$ cat config.mk
export PLATFORM = sky130hd
export DESIGN_NAME = bpa_ctrl
export DESIGN_NICKNAME = d
export VERILOG_FILES = /design/src/sv/bpa_pkg.sv /design/src/sv/bpa_ctrl.sv
export SDC_FILE = /design/constraint.sdc
export NUM_CORES = 1
export LEC_CHECK = 0
export BUFFER_PORTS_ARGS = -buffer_cell sky130_fd_sc_hd__buf_2
export CAP_MARGIN = 0
export CORE_UTILIZATION = 38
export CTS_BUF_LIST = sky130_fd_sc_hd__clkbuf_4 sky130_fd_sc_hd__clkbuf_8
export CTS_CLUSTER_DIAMETER = 60
export DETAILED_ROUTE_END_ITERATION = 10
export PLACE_DENSITY = 0.8
export SLEW_MARGIN = 20
export SYNTH_ARGS = -nofsm -noshare
export SYNTH_HDL_FRONTEND = slang
export SYNTH_SLANG_ARGS = --single-unit
$ cat constraint.sdc
create_clock -name clk -period 1.6 [get_ports clk]
set_input_delay 0.4 -clock clk [delete_from_list [all_inputs] [get_ports clk]]
set_output_delay 0.4 -clock clk [all_outputs]
set_load 0.02 [all_outputs]
$ cat src/sv/bpa_pkg.sv
// ----------------------------------------------------------------------------
// bpa_pkg
// Shared widths, request and result codes, and the command and status
// bundles that join the allocator controller to its datapath.
// ----------------------------------------------------------------------------
`default_nettype none

package bpa_pkg;

  // field widths
  localparam int ADDR_W    = 32;
  localparam int CNT_W     = 13;
  localparam int PIDX_W    = 12;
  localparam int REQ_W     = 3;
  localparam int CFG_IDX_W = 2;

  // one map row holds this many page bits
  localparam int ROW_BITS = 8;
  localparam int BIT_W    = 3;

  // request codes
  localparam logic [REQ_W-1:0] REQ_ALLOC     = 3'd0;
  localparam logic [REQ_W-1:0] REQ_FREE      = 3'd1;
  localparam logic [REQ_W-1:0] REQ_MARK_USED = 3'd2;
  localparam logic [REQ_W-1:0] REQ_MARK_FREE = 3'd3;
  localparam logic [REQ_W-1:0] REQ_TEST      = 3'd4;

  // configuration register indexes
  localparam logic [CFG_IDX_W-1:0] CFG_REGION_BASE = 2'd0;
  localparam logic [CFG_IDX_W-1:0] CFG_REGION_END  = 2'd1;
  localparam logic [CFG_IDX_W-1:0] CFG_TOTAL_PAGES = 2'd2;

  // result selects
  localparam int RES_W = 3;
  localparam logic [RES_W-1:0] RES_FAIL  = 3'd0;
  localparam logic [RES_W-1:0] RES_OOB   = 3'd1;
  localparam logic [RES_W-1:0] RES_DONE  = 3'd2;
  localparam logic [RES_W-1:0] RES_ALLOC = 3'd3;
  localparam logic [RES_W-1:0] RES_TEST  = 3'd4;

  // controller to datapath
  typedef struct packed {
    logic             load_req;
    logic             clr_write;
    logic             scan_start;
    logic             scan_step;
    logic             mark_init;
    logic             mark_fill;
    logic             mark_read;
    logic             mark_write;
    logic             single_read;
    logic             single_write;
    logic             res_load;
    logic [RES_W-1:0] res_sel;
    logic             out_load;
  } cmd_t;

  // datapath to controller
  typedef struct packed {
    logic             clr_last;
    logic [REQ_W-1:0] req_type;
    logic             alloc_zero;
    logic             single_ok;
    logic             scan_hit;
    logic             scan_last;
    logic             mark_inner;
    logic             mark_last;
    logic             out_free;
  } sts_t;

endpackage

`default_nettype wire

$ cat src/sv/bpa_ctrl.sv
// ----------------------------------------------------------------------------
// bpa_ctrl
// Sequencer for the page allocator: clearing pass, request decode, first-fit
// scan, run marking, single-page access and result hand-off.
// ----------------------------------------------------------------------------
`default_nettype none

module bpa_ctrl (
  input  wire logic          clk,
  input  wire logic          rst,
  input  wire logic          in_valid,
  output logic               in_ready,
  input  wire bpa_pkg::sts_t sts,
  output bpa_pkg::cmd_t      cmd
);

  localparam logic [3:0] S_CLEAR  = 4'd0;
  localparam logic [3:0] S_IDLE   = 4'd1;
  localparam logic [3:0] S_DECODE = 4'd2;
  localparam logic [3:0] S_SCAN   = 4'd3;
  localparam logic [3:0] S_MINIT  = 4'd4;
  localparam logic [3:0] S_MARK   = 4'd5;
  localparam logic [3:0] S_MWR    = 4'd6;
  localparam logic [3:0] S_SINGLE = 4'd7;
  localparam logic [3:0] S_RESP   = 4'd8;

  logic [3:0] state;
  logic [3:0] state_next;

  // state register
  always_ff @(posedge clk) begin
    if (rst) begin
      state <= S_CLEAR;
    end else begin
      state <= state_next;
    end
  end

  // next state and commands
  always_comb begin
    cmd        = '0;
    state_next = state;
    in_ready   = 1'b0;
    unique case (state)
      S_CLEAR: begin
        cmd.clr_write = 1'b1;
        if (sts.clr_last) begin
          state_next = S_IDLE;
        end
      end
      S_IDLE: begin
        in_ready = 1'b1;
        if (in_valid) begin
          cmd.load_req = 1'b1;
          state_next   = S_DECODE;
        end
      end
      S_DECODE: begin
        unique case (sts.req_type)
          bpa_pkg::REQ_ALLOC: begin
            if (sts.alloc_zero) begin
              cmd.res_load = 1'b1;
              cmd.res_sel  = bpa_pkg::RES_FAIL;
              state_next   = S_RESP;
            end else begin
              cmd.scan_start = 1'b1;
              state_next     = S_SCAN;
            end
          end
          bpa_pkg::REQ_FREE, bpa_pkg::REQ_MARK_USED, bpa_pkg::REQ_MARK_FREE: begin
            if (sts.single_ok) begin
              cmd.single_read = 1'b1;
              state_next      = S_SINGLE;
            end else begin
              cmd.res_load = 1'b1;
              cmd.res_sel  = bpa_pkg::RES_FAIL;
              state_next   = S_RESP;
            end
          end
          bpa_pkg::REQ_TEST: begin
            if (sts.single_ok) begin
              cmd.single_read = 1'b1;
              state_next      = S_SINGLE;
            end else begin
              cmd.res_load = 1'b1;
              cmd.res_sel  = bpa_pkg::RES_OOB;
              state_next   = S_RESP;
            end
          end
          default: begin
            cmd.res_load = 1'b1;
            cmd.res_sel  = bpa_pkg::RES_FAIL;
            state_next   = S_RESP;
          end
        endcase
      end
      S_SCAN: begin
        cmd.scan_step = 1'b1;
        if (sts.scan_hit) begin
          state_next = S_MINIT;
        end else if (sts.scan_last) begin
          cmd.res_load = 1'b1;
          cmd.res_sel  = bpa_pkg::RES_FAIL;
          state_next   = S_RESP;
        end
      end
      S_MINIT: begin
        cmd.mark_init = 1'b1;
        state_next    = S_MARK;
      end
      S_MARK: begin
        // rows fully inside the run are written without a read
        if (sts.mark_inner) begin
          cmd.mark_fill = 1'b1;
        end else begin
          cmd.mark_read = 1'b1;
          state_next    = S_MWR;
        end
      end
      S_MWR: begin
        cmd.mark_write = 1'b1;
        if (sts.mark_last) begin
          cmd.res_load = 1'b1;
          cmd.res_sel  = bpa_pkg::RES_ALLOC;
          state_next   = S_RESP;
        end else begin
          state_next = S_MARK;
        end
      end
      S_SINGLE: begin
        cmd.res_load = 1'b1;
        if (sts.req_type == bpa_pkg::REQ_TEST) begin
          cmd.res_sel = bpa_pkg::RES_TEST;
        end else begin
          cmd.single_write = 1'b1;
          cmd.res_sel      = bpa_pkg::RES_DONE;
        end
        state_next = S_RESP;
      end
      S_RESP: begin
        if (sts.out_free) begin
          cmd.out_load = 1'b1;
          state_next   = S_IDLE;
        end
      end
      default: begin
        state_next = S_IDLE;
      end
    endcase
  end

endmodule

`default_nettype wire

==> results.toml, run 1 <==
[synth]
synth_top_cell_area_share_pct = 15.8
synthFlopType = "dfxtp_1"
async_reset_ff_share_pct = 0
yosysMostFrequentCell = "nor3_1"
synthCells = 70
syn_nets = 84
ys_top_cells_by_count = "7 x nor3_1, 6 x nor2_1, 5 x a21oi_1"
syn_area_um2 = 508
yosysWarningCount = 0
avgSynthCellArea_um2 = 7.26
synth.area.top_cells = "dfxtp_1 16%, nor3_1 6.9%, a21oi_1 4.9%, nor4b_4 4.7%, nor2_1 4.4%"
synth_cell_types = 37
ys_ff_latch = 4
synth_top_area_cell = "dfxtp_1"
synth_edf_count = 0
ys_seq_area_share_pct = 15.8

[placed_design]
pre_cts_ws_ns = -0.396
gp_congestion = 0.807
dpl_cell_area_um2 = 883
dp_hpwl_mm = 1.32
portBuffers = 29

[floorplan]
pin_count = 30
start_util_pct = 43.4
die_x_um = 38.6
fp-row-count = 12
die_h_um = 38.6

[clock_tree]
cts-hold-fix-buffers = 0
clockRootBuffer = "clkbuf_4"
cts_buffers = 3
cts.sinks = 4
clock_path_buffers = 2
h-tree-depth = 1

[status]
status = "did not finish"
stop_stage = "5_1_grt"
firstError = "[ERROR DPL-0038] Utilization greater than 100%, impossible to legalize"

[timing]
worst_endpoint = "cmd[12]"
worst_path_end_type = "top-level output"

[grt]
grt_max_degree = 18
cells by family after synthesis:
group                  synth area share (%)
buffers and inverters                  8.37
DFF                                    15.8
muxes                                  1.97
AOI/OAI and AO/OA                      28.6
and+or+nand+nor                        45.3
per-stage QoR:
step	TNS, ns	instances
after floorplan	-0.766	70
after detailed placement	-1.70	125
after global placement	-1.50	125
after CTS	-2.54	134
what timing repair did:
| item | 4_1_cts |
|---|---|
| setup endpoints to repair | 18 |
| pin swaps | 4 |
| buffers inserted | 6 |
| resized for setup | 28 |
==> inputs of run 2 (changes only) <==
CORE_AREA = 2 2 63 65   (was default)
CORE_UTILIZATION = default   (was 38)
CTS_BUF_LIST = default   (was sky130_fd_sc_hd__clkbuf_4 sky130_fd_sc_hd__clkbuf_8)
CTS_CLUSTER_DIAMETER = default   (was 60)
DIE_AREA = 0 0 65 67   (was default)
PLACE_DENSITY = default   (was 0.8)
PLACE_DENSITY_LB_ADDON = 0.15   (was default)
clock period = 2.1 ns   (was 1.6 ns; I/O delays follow)
==> run 2 against run 1 <==
The flow now finishes without violations. Area after synthesis unchanged. Synthesized cell count unchanged.
==> results.toml, run 2 <==
[grt]
grt_max_degree = 18
grt_overflow = 0
antenna_found_initial = 0
track_usage_pct = 9.50
grt_pass1_vias = 692
grt_pass1_wl_mm = 3.18

[timing]
relSlewSlack_pct = 77.7
hold-worst-slack_ns = 0.545
fmax_mhz = 477
final-max-slew-violation-count = 0
fin_tns_setup_ns = 0
final-setup-viol-count = 0
worstMarginPinSlew_ns = 0.334
min_period_over_period_pct = 99.9
final_hold_viol_count = 0
grt_setup_unrepaired = "yes"
skew_ns = 0.0000907
fin_crit_ns = 2.10
postLayoutSetupSlackWorst_ns = 0.00174

[placed_design]
pre_cts_ws_ns = -0.125
dpl_cell_area_um2 = 761
gp_congestion = 0.760
portBuffers = 29
dp_hpwl_mm = 1.44
dp_cells = 150

[setup_path]
ff2ff_path_depth = 5
r2r_slack_ns = 0.38
cp_max_fo = 2
critPathLaunch = "state[2]"
cp-start-kind = "flop"
required_ns = 1.57
crit_end = "cmd[12]"
worst-setup-path-type = "reg2out"
critPathArrivalTime_ns = 1.57
r2r_start = "state[1]"
r2r_end = "state[1]"
crit_path_end_kind = "output pin"

[synth]
yosysMostFrequentCell = "nor3_1"
synthCells = 70
synth_top_cell_area_share_pct = 15.8
syn_nets = 84
ys_top_cells_by_count = "7 x nor3_1, 6 x nor2_1, 5 x a21oi_1"
ys_ff_latch = 4
synth_top_area_cell = "dfxtp_1"
synth_cell_types = 37
synthFlopType = "dfxtp_1"
syn_area_um2 = 508
ys_seq_area_share_pct = 15.8
yosysWarningCount = 0
async_reset_ff_share_pct = 0
synth.area.top_cells = "dfxtp_1 16%, nor3_1 6.9%, a21oi_1 4.9%, nor4b_4 4.7%, nor2_1 4.4%"
avgSynthCellArea_um2 = 7.26
synth_edf_count = 0

[detailed_routing]
wirelength_mm = 1.97
route.vias.total = 708
via_per_inst = 4.45
drcViolationCount = 0
drtPass1Iterations = 4
ant_nets = 0
initialDrtViolationCount = 28
wl_per_cell_um = 12.4

[pwr]
power_density_nw_per_um2 = 392
power_frac_comb_pct = 37.0
seqPwrFrac_pct = 21.4
leakagePower_nw = 0.397
power.internal_mw = 0.270
total_power_mw = 0.383
swShare_pct = 29.6
ir_drop_v = 0.000190
power.switching_mw = 0.114
p_clk_share_pct = 41.5

[floorplan]
start_util_pct = 14.1
die_h_um = 67
fp-row-count = 22
pin_count = 30
die_x_um = 65
dieArea_um2 = 4360
coreArea_um2 = 3610

[layout]
instances_no_fill = 159
largest_reg_flops = 4
regMostFlops = "state"
n_antenna_cell = 0
area_growth_pct = 92.6
nFillCells = 403
final_core_util_pct = 27.1
top_regs = "state x4"
mostFrequentLayoutCells = "21 x buf_2, 18 x buf_4"
layout_commonest_cell = "buf_2"
finish.instance_area_um2 = 978
final_nets = 127
layout-drive-gt1-share_pct = 63.1

[clock_tree]
clk_latency_ns = 0.21
cts.sinks = 4
clk_pin_slew_ns = 0.03
cts_tree = "yes"
cts_buffers = 3
clockRootBuffer = "clkbuf_8"
h-tree-depth = 1
clock_path_buffers = 2

[min_path]
min_path_type = "in2reg"

[flow_run]
drv_cap = 0

[status]
status = "finished clean"
[run 2: worst min-delay path by stage]
stage,from,end,depth (start not counted)
2_1_floorplan,rst,state[2],1
3_3_place_gp,state[0],state[2],3
3_5_place_dp,state[0],state[2],3
4_1_cts,rst,state[2],2
5_1_grt,rst,state[2],2
6_report,rst,state[2],2
[run 2: metal layers]
layer	GRT usage, %	up-vias	wire [um]
met5	0	-	0
met4	3.19	0	19
met3	2.03	2	84
met2	15.9	21	998
met1	12.1	336	869
li1	-	349	-
[run 2: worst max-delay path, stage by stage (launching register included)]
cell and delay [ns]:
dfxtp_2 0.31, or4b_4 0.58, nor4b_4 0.29, buf_4 0.18
[run 2: area by class of cell]
type | instances | area, um2 | share of cell area [%]
clock buffers | 3 | 41.3 | 4.22
well taps | 48 | 60.1 | 6.14
repair buffers | 44 | 300 | 30.7
inverters | 3 | 11.3 | 1.15
flip-flops and latches | 4 | 82.6 | 8.44
multi-input cells | 57 | 483 | 49.4
[run 2: timing repair]
action | CTS | global route
gates resized for setup | 12 | 22
hold buffers | 0 | 0
pin swaps | 3 | 6
setup endpoints to repair | 6 | 6
buffers inserted | 2 | 4
[run 2: kinds of logic after synthesis]
| group | count (synthesis) | share of synthesized area (%) |
|---|---|---|
| simple gates | 36 | 45.3 |
| compound gates | 20 | 28.6 |
| buf+inv | 9 | 8.37 |
| flops | 4 | 15.8 |
| mux | 1 | 1.97 |
[run 2: power by group through the flow]
stage,Clock [mW],Sequential [mW],Combinational [mW]
5_1_grt,0.172,0.0830,0.156
6_report,0.159,0.0821,0.142
4_1_cts,0.164,0.0821,0.117
3_5_place_dp,0,0.0838,0.104
3_3_place_gp,0,0.0840,0.103
2_1_floorplan,0,0.0844,0.0573
Note: power is estimated with default switching activity, not from simulation.
==> inputs of run 3 (changes only) <==
==> constraint.sdc (replaced) <==
create_clock -name clk -period 2.1 [get_ports clk]
set_input_delay 0.21 -clock clk [delete_from_list [all_inputs] [get_ports clk]]
set_output_delay 0.21 -clock clk [all_outputs]
set_load 0.02 [all_outputs]
==> run 3 against run 2 <==
Worst setup slack improved by 0.12 ns. Power is 12% lower. Sequential share of layout area rose by 2.3 points. Via count is 7.9% lower. Core utilization down 6.5 points. Critical endpoint unchanged. Highest routed layer unchanged.
==> results.toml, run 3 (synthesis results as in run 2) <==
[setup_path]
crit_path_end_kind = "output pin"
cp_max_fo = 15
worst-setup-path-type = "reg2out"
crit_chain = "or4b_4 -> nor4b_4 -> buf_2"
cp-start-kind = "flop"
required_ns = 1.89
critPathArrivalTime_ns = 1.76
worst_path_largest_cell_delay_ns = 0.60
crit_slowest_cell = "or4b_4"

[flow_run]
drv_cap = 0

[floorplan]
pin_count = 30
fp-row-count = 22
coreArea_um2 = 3610
die_h_um = 67
dieArea_um2 = 4360
start_util_pct = 14.1
die_x_um = 65

[grt]
grt_pass1_vias = 617
grtUsageMet2_pct = 14.4
use_met3_pct = 2.36
top_usage_layer = "met2"
grt_overflow = 0
grt_max_degree = 16
antenna_found_initial = 0
track_usage_pct = 7.96
grt_pass1_wl_mm = 2.62
grtUsageMet1_pct = 8.02

[detailed_routing]
wl_per_cell_um = 11.6
route.vias.total = 652
drcViolationCount = 0
initialDrtViolationCount = 14
via_per_inst = 4.44
wirelength_mm = 1.70
drtPass1Iterations = 4
ant_nets = 0

[placed_design]
pre_cts_ws_ns = 0.331
gp_congestion = 0.704
portBuffers = 29
dpl_cell_area_um2 = 704
dp_hpwl_mm = 1.37
dp_cells = 144

[pwr]
power_density_nw_per_um2 = 452
ir_drop_v = 0.000136
total_power_mw = 0.337
leakagePower_nw = 0.312

[clock_tree]
cts_setup_buffers = 0
cts.sinks = 4
cts_buffers = 3
clk_pin_slew_ns = 0.03
cts_tree = "yes"
clk_latency_ns = 0.22
cts_resized = 0
clockRootBuffer = "clkbuf_8"
clock_path_buffers = 2
h-tree-depth = 1
cts-hold-fix-buffers = 0

[timing]
fin_crit_ns = 1.97
skew_ns = 0.00110
final-max-slew-violation-count = 0
fin_tns_setup_ns = 0
fmax_mhz = 506
grt_setup_unrepaired = "no"
worstMarginPinSlew_ns = 0.488
postLayoutSetupSlackWorst_ns = 0.125
final_hold_viol_count = 0
final-setup-viol-count = 0
relSlewSlack_pct = 67.4
min_period_over_period_pct = 94.0
hold-worst-slack_ns = 0.222

[status]
status = "finished clean"

[layout]
top_regs = "state x4"
largest_reg_flops = 4
final_nets = 115
final_core_util_pct = 20.7
mostFrequentLayoutCells = "29 x buf_2, 7 x nor3_1, 6 x nor2_1"
instances_no_fill = 147
regMostFlops = "state"
finish.instance_area_um2 = 746
layout_commonest_cell = "buf_2"
n_antenna_cell = 0
layout-drive-gt1-share_pct = 40.4
area_growth_pct = 46.8

[min_path]
min_path_type = "in2reg"
run 3: changes by cell type in the layout (fill, tap and decap cells not counted), moves of 2 or more:
cell	previous run	this run
buf_2	21	29
buf_6	4	0
nor2_1	4	6
nor3_1	2	7
buf_4	18	3
dfxtp_2	2	0
nor3_2	4	0
dfxtp_1	2	4
run 3: cell type report:
cell class / instances / area, um2
clock buffer: 3 / 41.3
fill: 409 / 2860
inverter: 3 / 11.3
multi-input combinational: 57 / 385
sequential: 4 / 80.1
tap: 48 / 60.1
timing repair buffer: 32 / 168
run 3: per-layer routing:
metal | vias to the layer above | share of wire (%)
met5 | - | 0
met4 | 0 | 3.1
met3 | 6 | 6.6
met2 | 25 | 48
met1 | 295 | 42
li1 | 326 | -
run 3: path summary, 6_finish.rpt:
| check | start | slack [ns] | to | cells past startpoint |
|---|---|---|---|---|
| min reg2reg | state[3] | 0.68 | state[3] | 2 |
| max | state[0] | 0.13 | cmd[12] | 3 |
| max reg2reg | state[0] | 0.39 | state[1] | 4 |
| min | rst | 0.22 | state[2] | 2 |
run 3: power breakdown:
| part | switching (mW) | internal (mW) |
|---|---|---|
| logic | 0.0492 | 0.0353 |
| registers | 0.0114 | 0.0799 |
| clock network | 0.0391 | 0.122 |
run 3: worst max-delay path, delay by kind of cell, from the launching register on:
family | cells | cell delay [ns]
simple gates | 2 | 0.89
buf+inv | 1 | 0.21
flops | 1 | 0.45
==> inputs of run 4 (changes only) <==
==> constraint.sdc (replaced) <==
create_clock -name clk -period 1.9 [get_ports clk]
set_input_delay 0.285 -clock clk [delete_from_list [all_inputs] [get_ports clk]]
set_output_delay 0.285 -clock clk [all_outputs]
set_load 0.02 [all_outputs]
==> run 4 against run 3 <==
Design area rose by 4.4%. Power rose by 12%. Global-route usage rose by 0.26 points. Sequential cell count did not move. Routed wire length rose by 1.9%. Largest cell class unchanged. Sequential power fell by 1%. Worst hold slack improved by 0.078 ns. First-iteration DRC count rose by 64%. Combinational power rose by 32%. Clock power rose by 8%.
==> results.toml, run 4 (synthesis results as in run 2) <==
[status]
status = "finished clean"

[layout]
largest_reg_flops = 4
regMostFlops = "state"
layout_commonest_cell = "buf_2"
top_regs = "state x4"
finish.instance_area_um2 = 778
area_growth_pct = 53.2
layout-drive-gt1-share_pct = 42.7
final_nets = 119
final_core_util_pct = 21.6
mostFrequentLayoutCells = "28 x buf_2, 8 x buf_4, 7 x nor3_1"
n_antenna_cell = 0

[min_path]
whs_path_depth = 2
min_path_type = "in2reg"
min-delay-start = "rst"

[grt]
grt_max_degree = 18
track_usage_pct = 8.22
antenna_found_initial = 0
grt_pass1_wl_mm = 2.76
grt_pass1_vias = 653
grt_overflow = 0

[floorplan]
fp-row-count = 22
dieArea_um2 = 4360
coreArea_um2 = 3610
start_util_pct = 14.1
pin_count = 30
die_h_um = 67
die_x_um = 65

[setup_path]
r2r_start = "state[2]"
path_depth = 3
crit_chain = "or4b_4 -> nor4b_4 -> buf_4"
critical_path.top_delay_family = "simple AND/OR/NAND/NOR gates"
crit_path_end_kind = "output pin"
required_ns = 1.62
worst_path_largest_cell_delay_ns = 0.56
critPathArrivalTime_ns = 1.56
worst-setup-path-type = "reg2out"
cp-start-kind = "flop"
path_buf_inv = 1
ff2ff_path_depth = 5
r2r_slack_ns = 0.30
crit_slowest_cell = "or4b_4"
cp_max_fo = 2
critPathLaunch = "state[2]"

[placed_design]
gp_congestion = 0.724
portBuffers = 29
dp_hpwl_mm = 1.41
dpl_cell_area_um2 = 734

[detailed_routing]
drcViolationCount = 0
via_per_inst = 4.32
initialDrtViolationCount = 23
wirelength_mm = 1.73
wl_per_cell_um = 11.5
drtPass1Iterations = 2
ant_nets = 0
route.vias.total = 653

[timing]
worstMarginPinSlew_ns = 0.306
skew_ns = 0.000794
fmax_mhz = 543
final-max-slew-violation-count = 0
final-setup-viol-count = 0
fin_tns_setup_ns = 0
final_hold_viol_count = 0
relSlewSlack_pct = 79.3
grt_setup_unrepaired = "no"
fin_crit_ns = 1.84
min_period_over_period_pct = 96.9

[clock_tree]
cts_buffers = 3
h-tree-depth = 1
cts_setup_buffers = 0
clock_path_buffers = 2
clockRootBuffer = "clkbuf_8"
clk_latency_ns = 0.21
clk_pin_slew_ns = 0.03
cts_tree = "yes"
cts.sinks = 4

[pwr]
total_power_mw = 0.376
power_density_nw_per_um2 = 484
leakagePower_nw = 0.333
ir_drop_v = 0.000194

[flow_run]
drv_cap = 0
## run 4: final timing paths
path,end
max reg2reg,state[1]
min reg2reg,state[3]
min,state[2]
max,cmd[12]
## run 4: repair_timing
item,in CTS,in global routing
gates resized for setup,0,1
hold buffers,0,0
setup endpoints to repair,0,1
hold endpoints to repair,0,0
## run 4: area by class of cell
type / count / area (um2)
clock buffers: 3 / 41.3
fillers: 414 / 2830
repair buffers: 36 / 200
well taps: 48 / 60.1
multi-input cells: 57 / 385
flip-flops and latches: 4 / 80.1
inverters: 3 / 11.3
## run 4: worst register-to-register path, stage by stage, from the launching register on
cell      delay (ns)
dfxtp_1         0.30
buf_4           0.19
nand2b_1        0.19
or4_1           0.44
a21boi_1        0.16
a211oi_1        0.24
## run 4: metal layers
layer	global-route usage, %	vias to the layer above	routed length [um]
li1	-	333	-
met1	8.34	300	741
met2	15.5	18	864
met3	2.20	2	112
met4	3.99	0	11
met5	0	-	0
## run 4: per-stage QoR
stage                     std cells  hold slack [ns]  setup slack, ns
after floorplan                  70            0.354           0.0163
after global placement          148            0.536            0.124
after detailed placement        148            0.528            0.118
after CTS                       151            0.303           0.0198
after global routing            151            0.319        0.0000149
final                           151            0.300           0.0582
## run 4: where the power goes
group	switching (mW)	total [mW]	internal, mW
clock	0.0398	0.174	0.135
combinational	0.0660	0.112	0.0457
sequential	0.00189	0.0903	0.0884
total	0.108	0.376	0.269
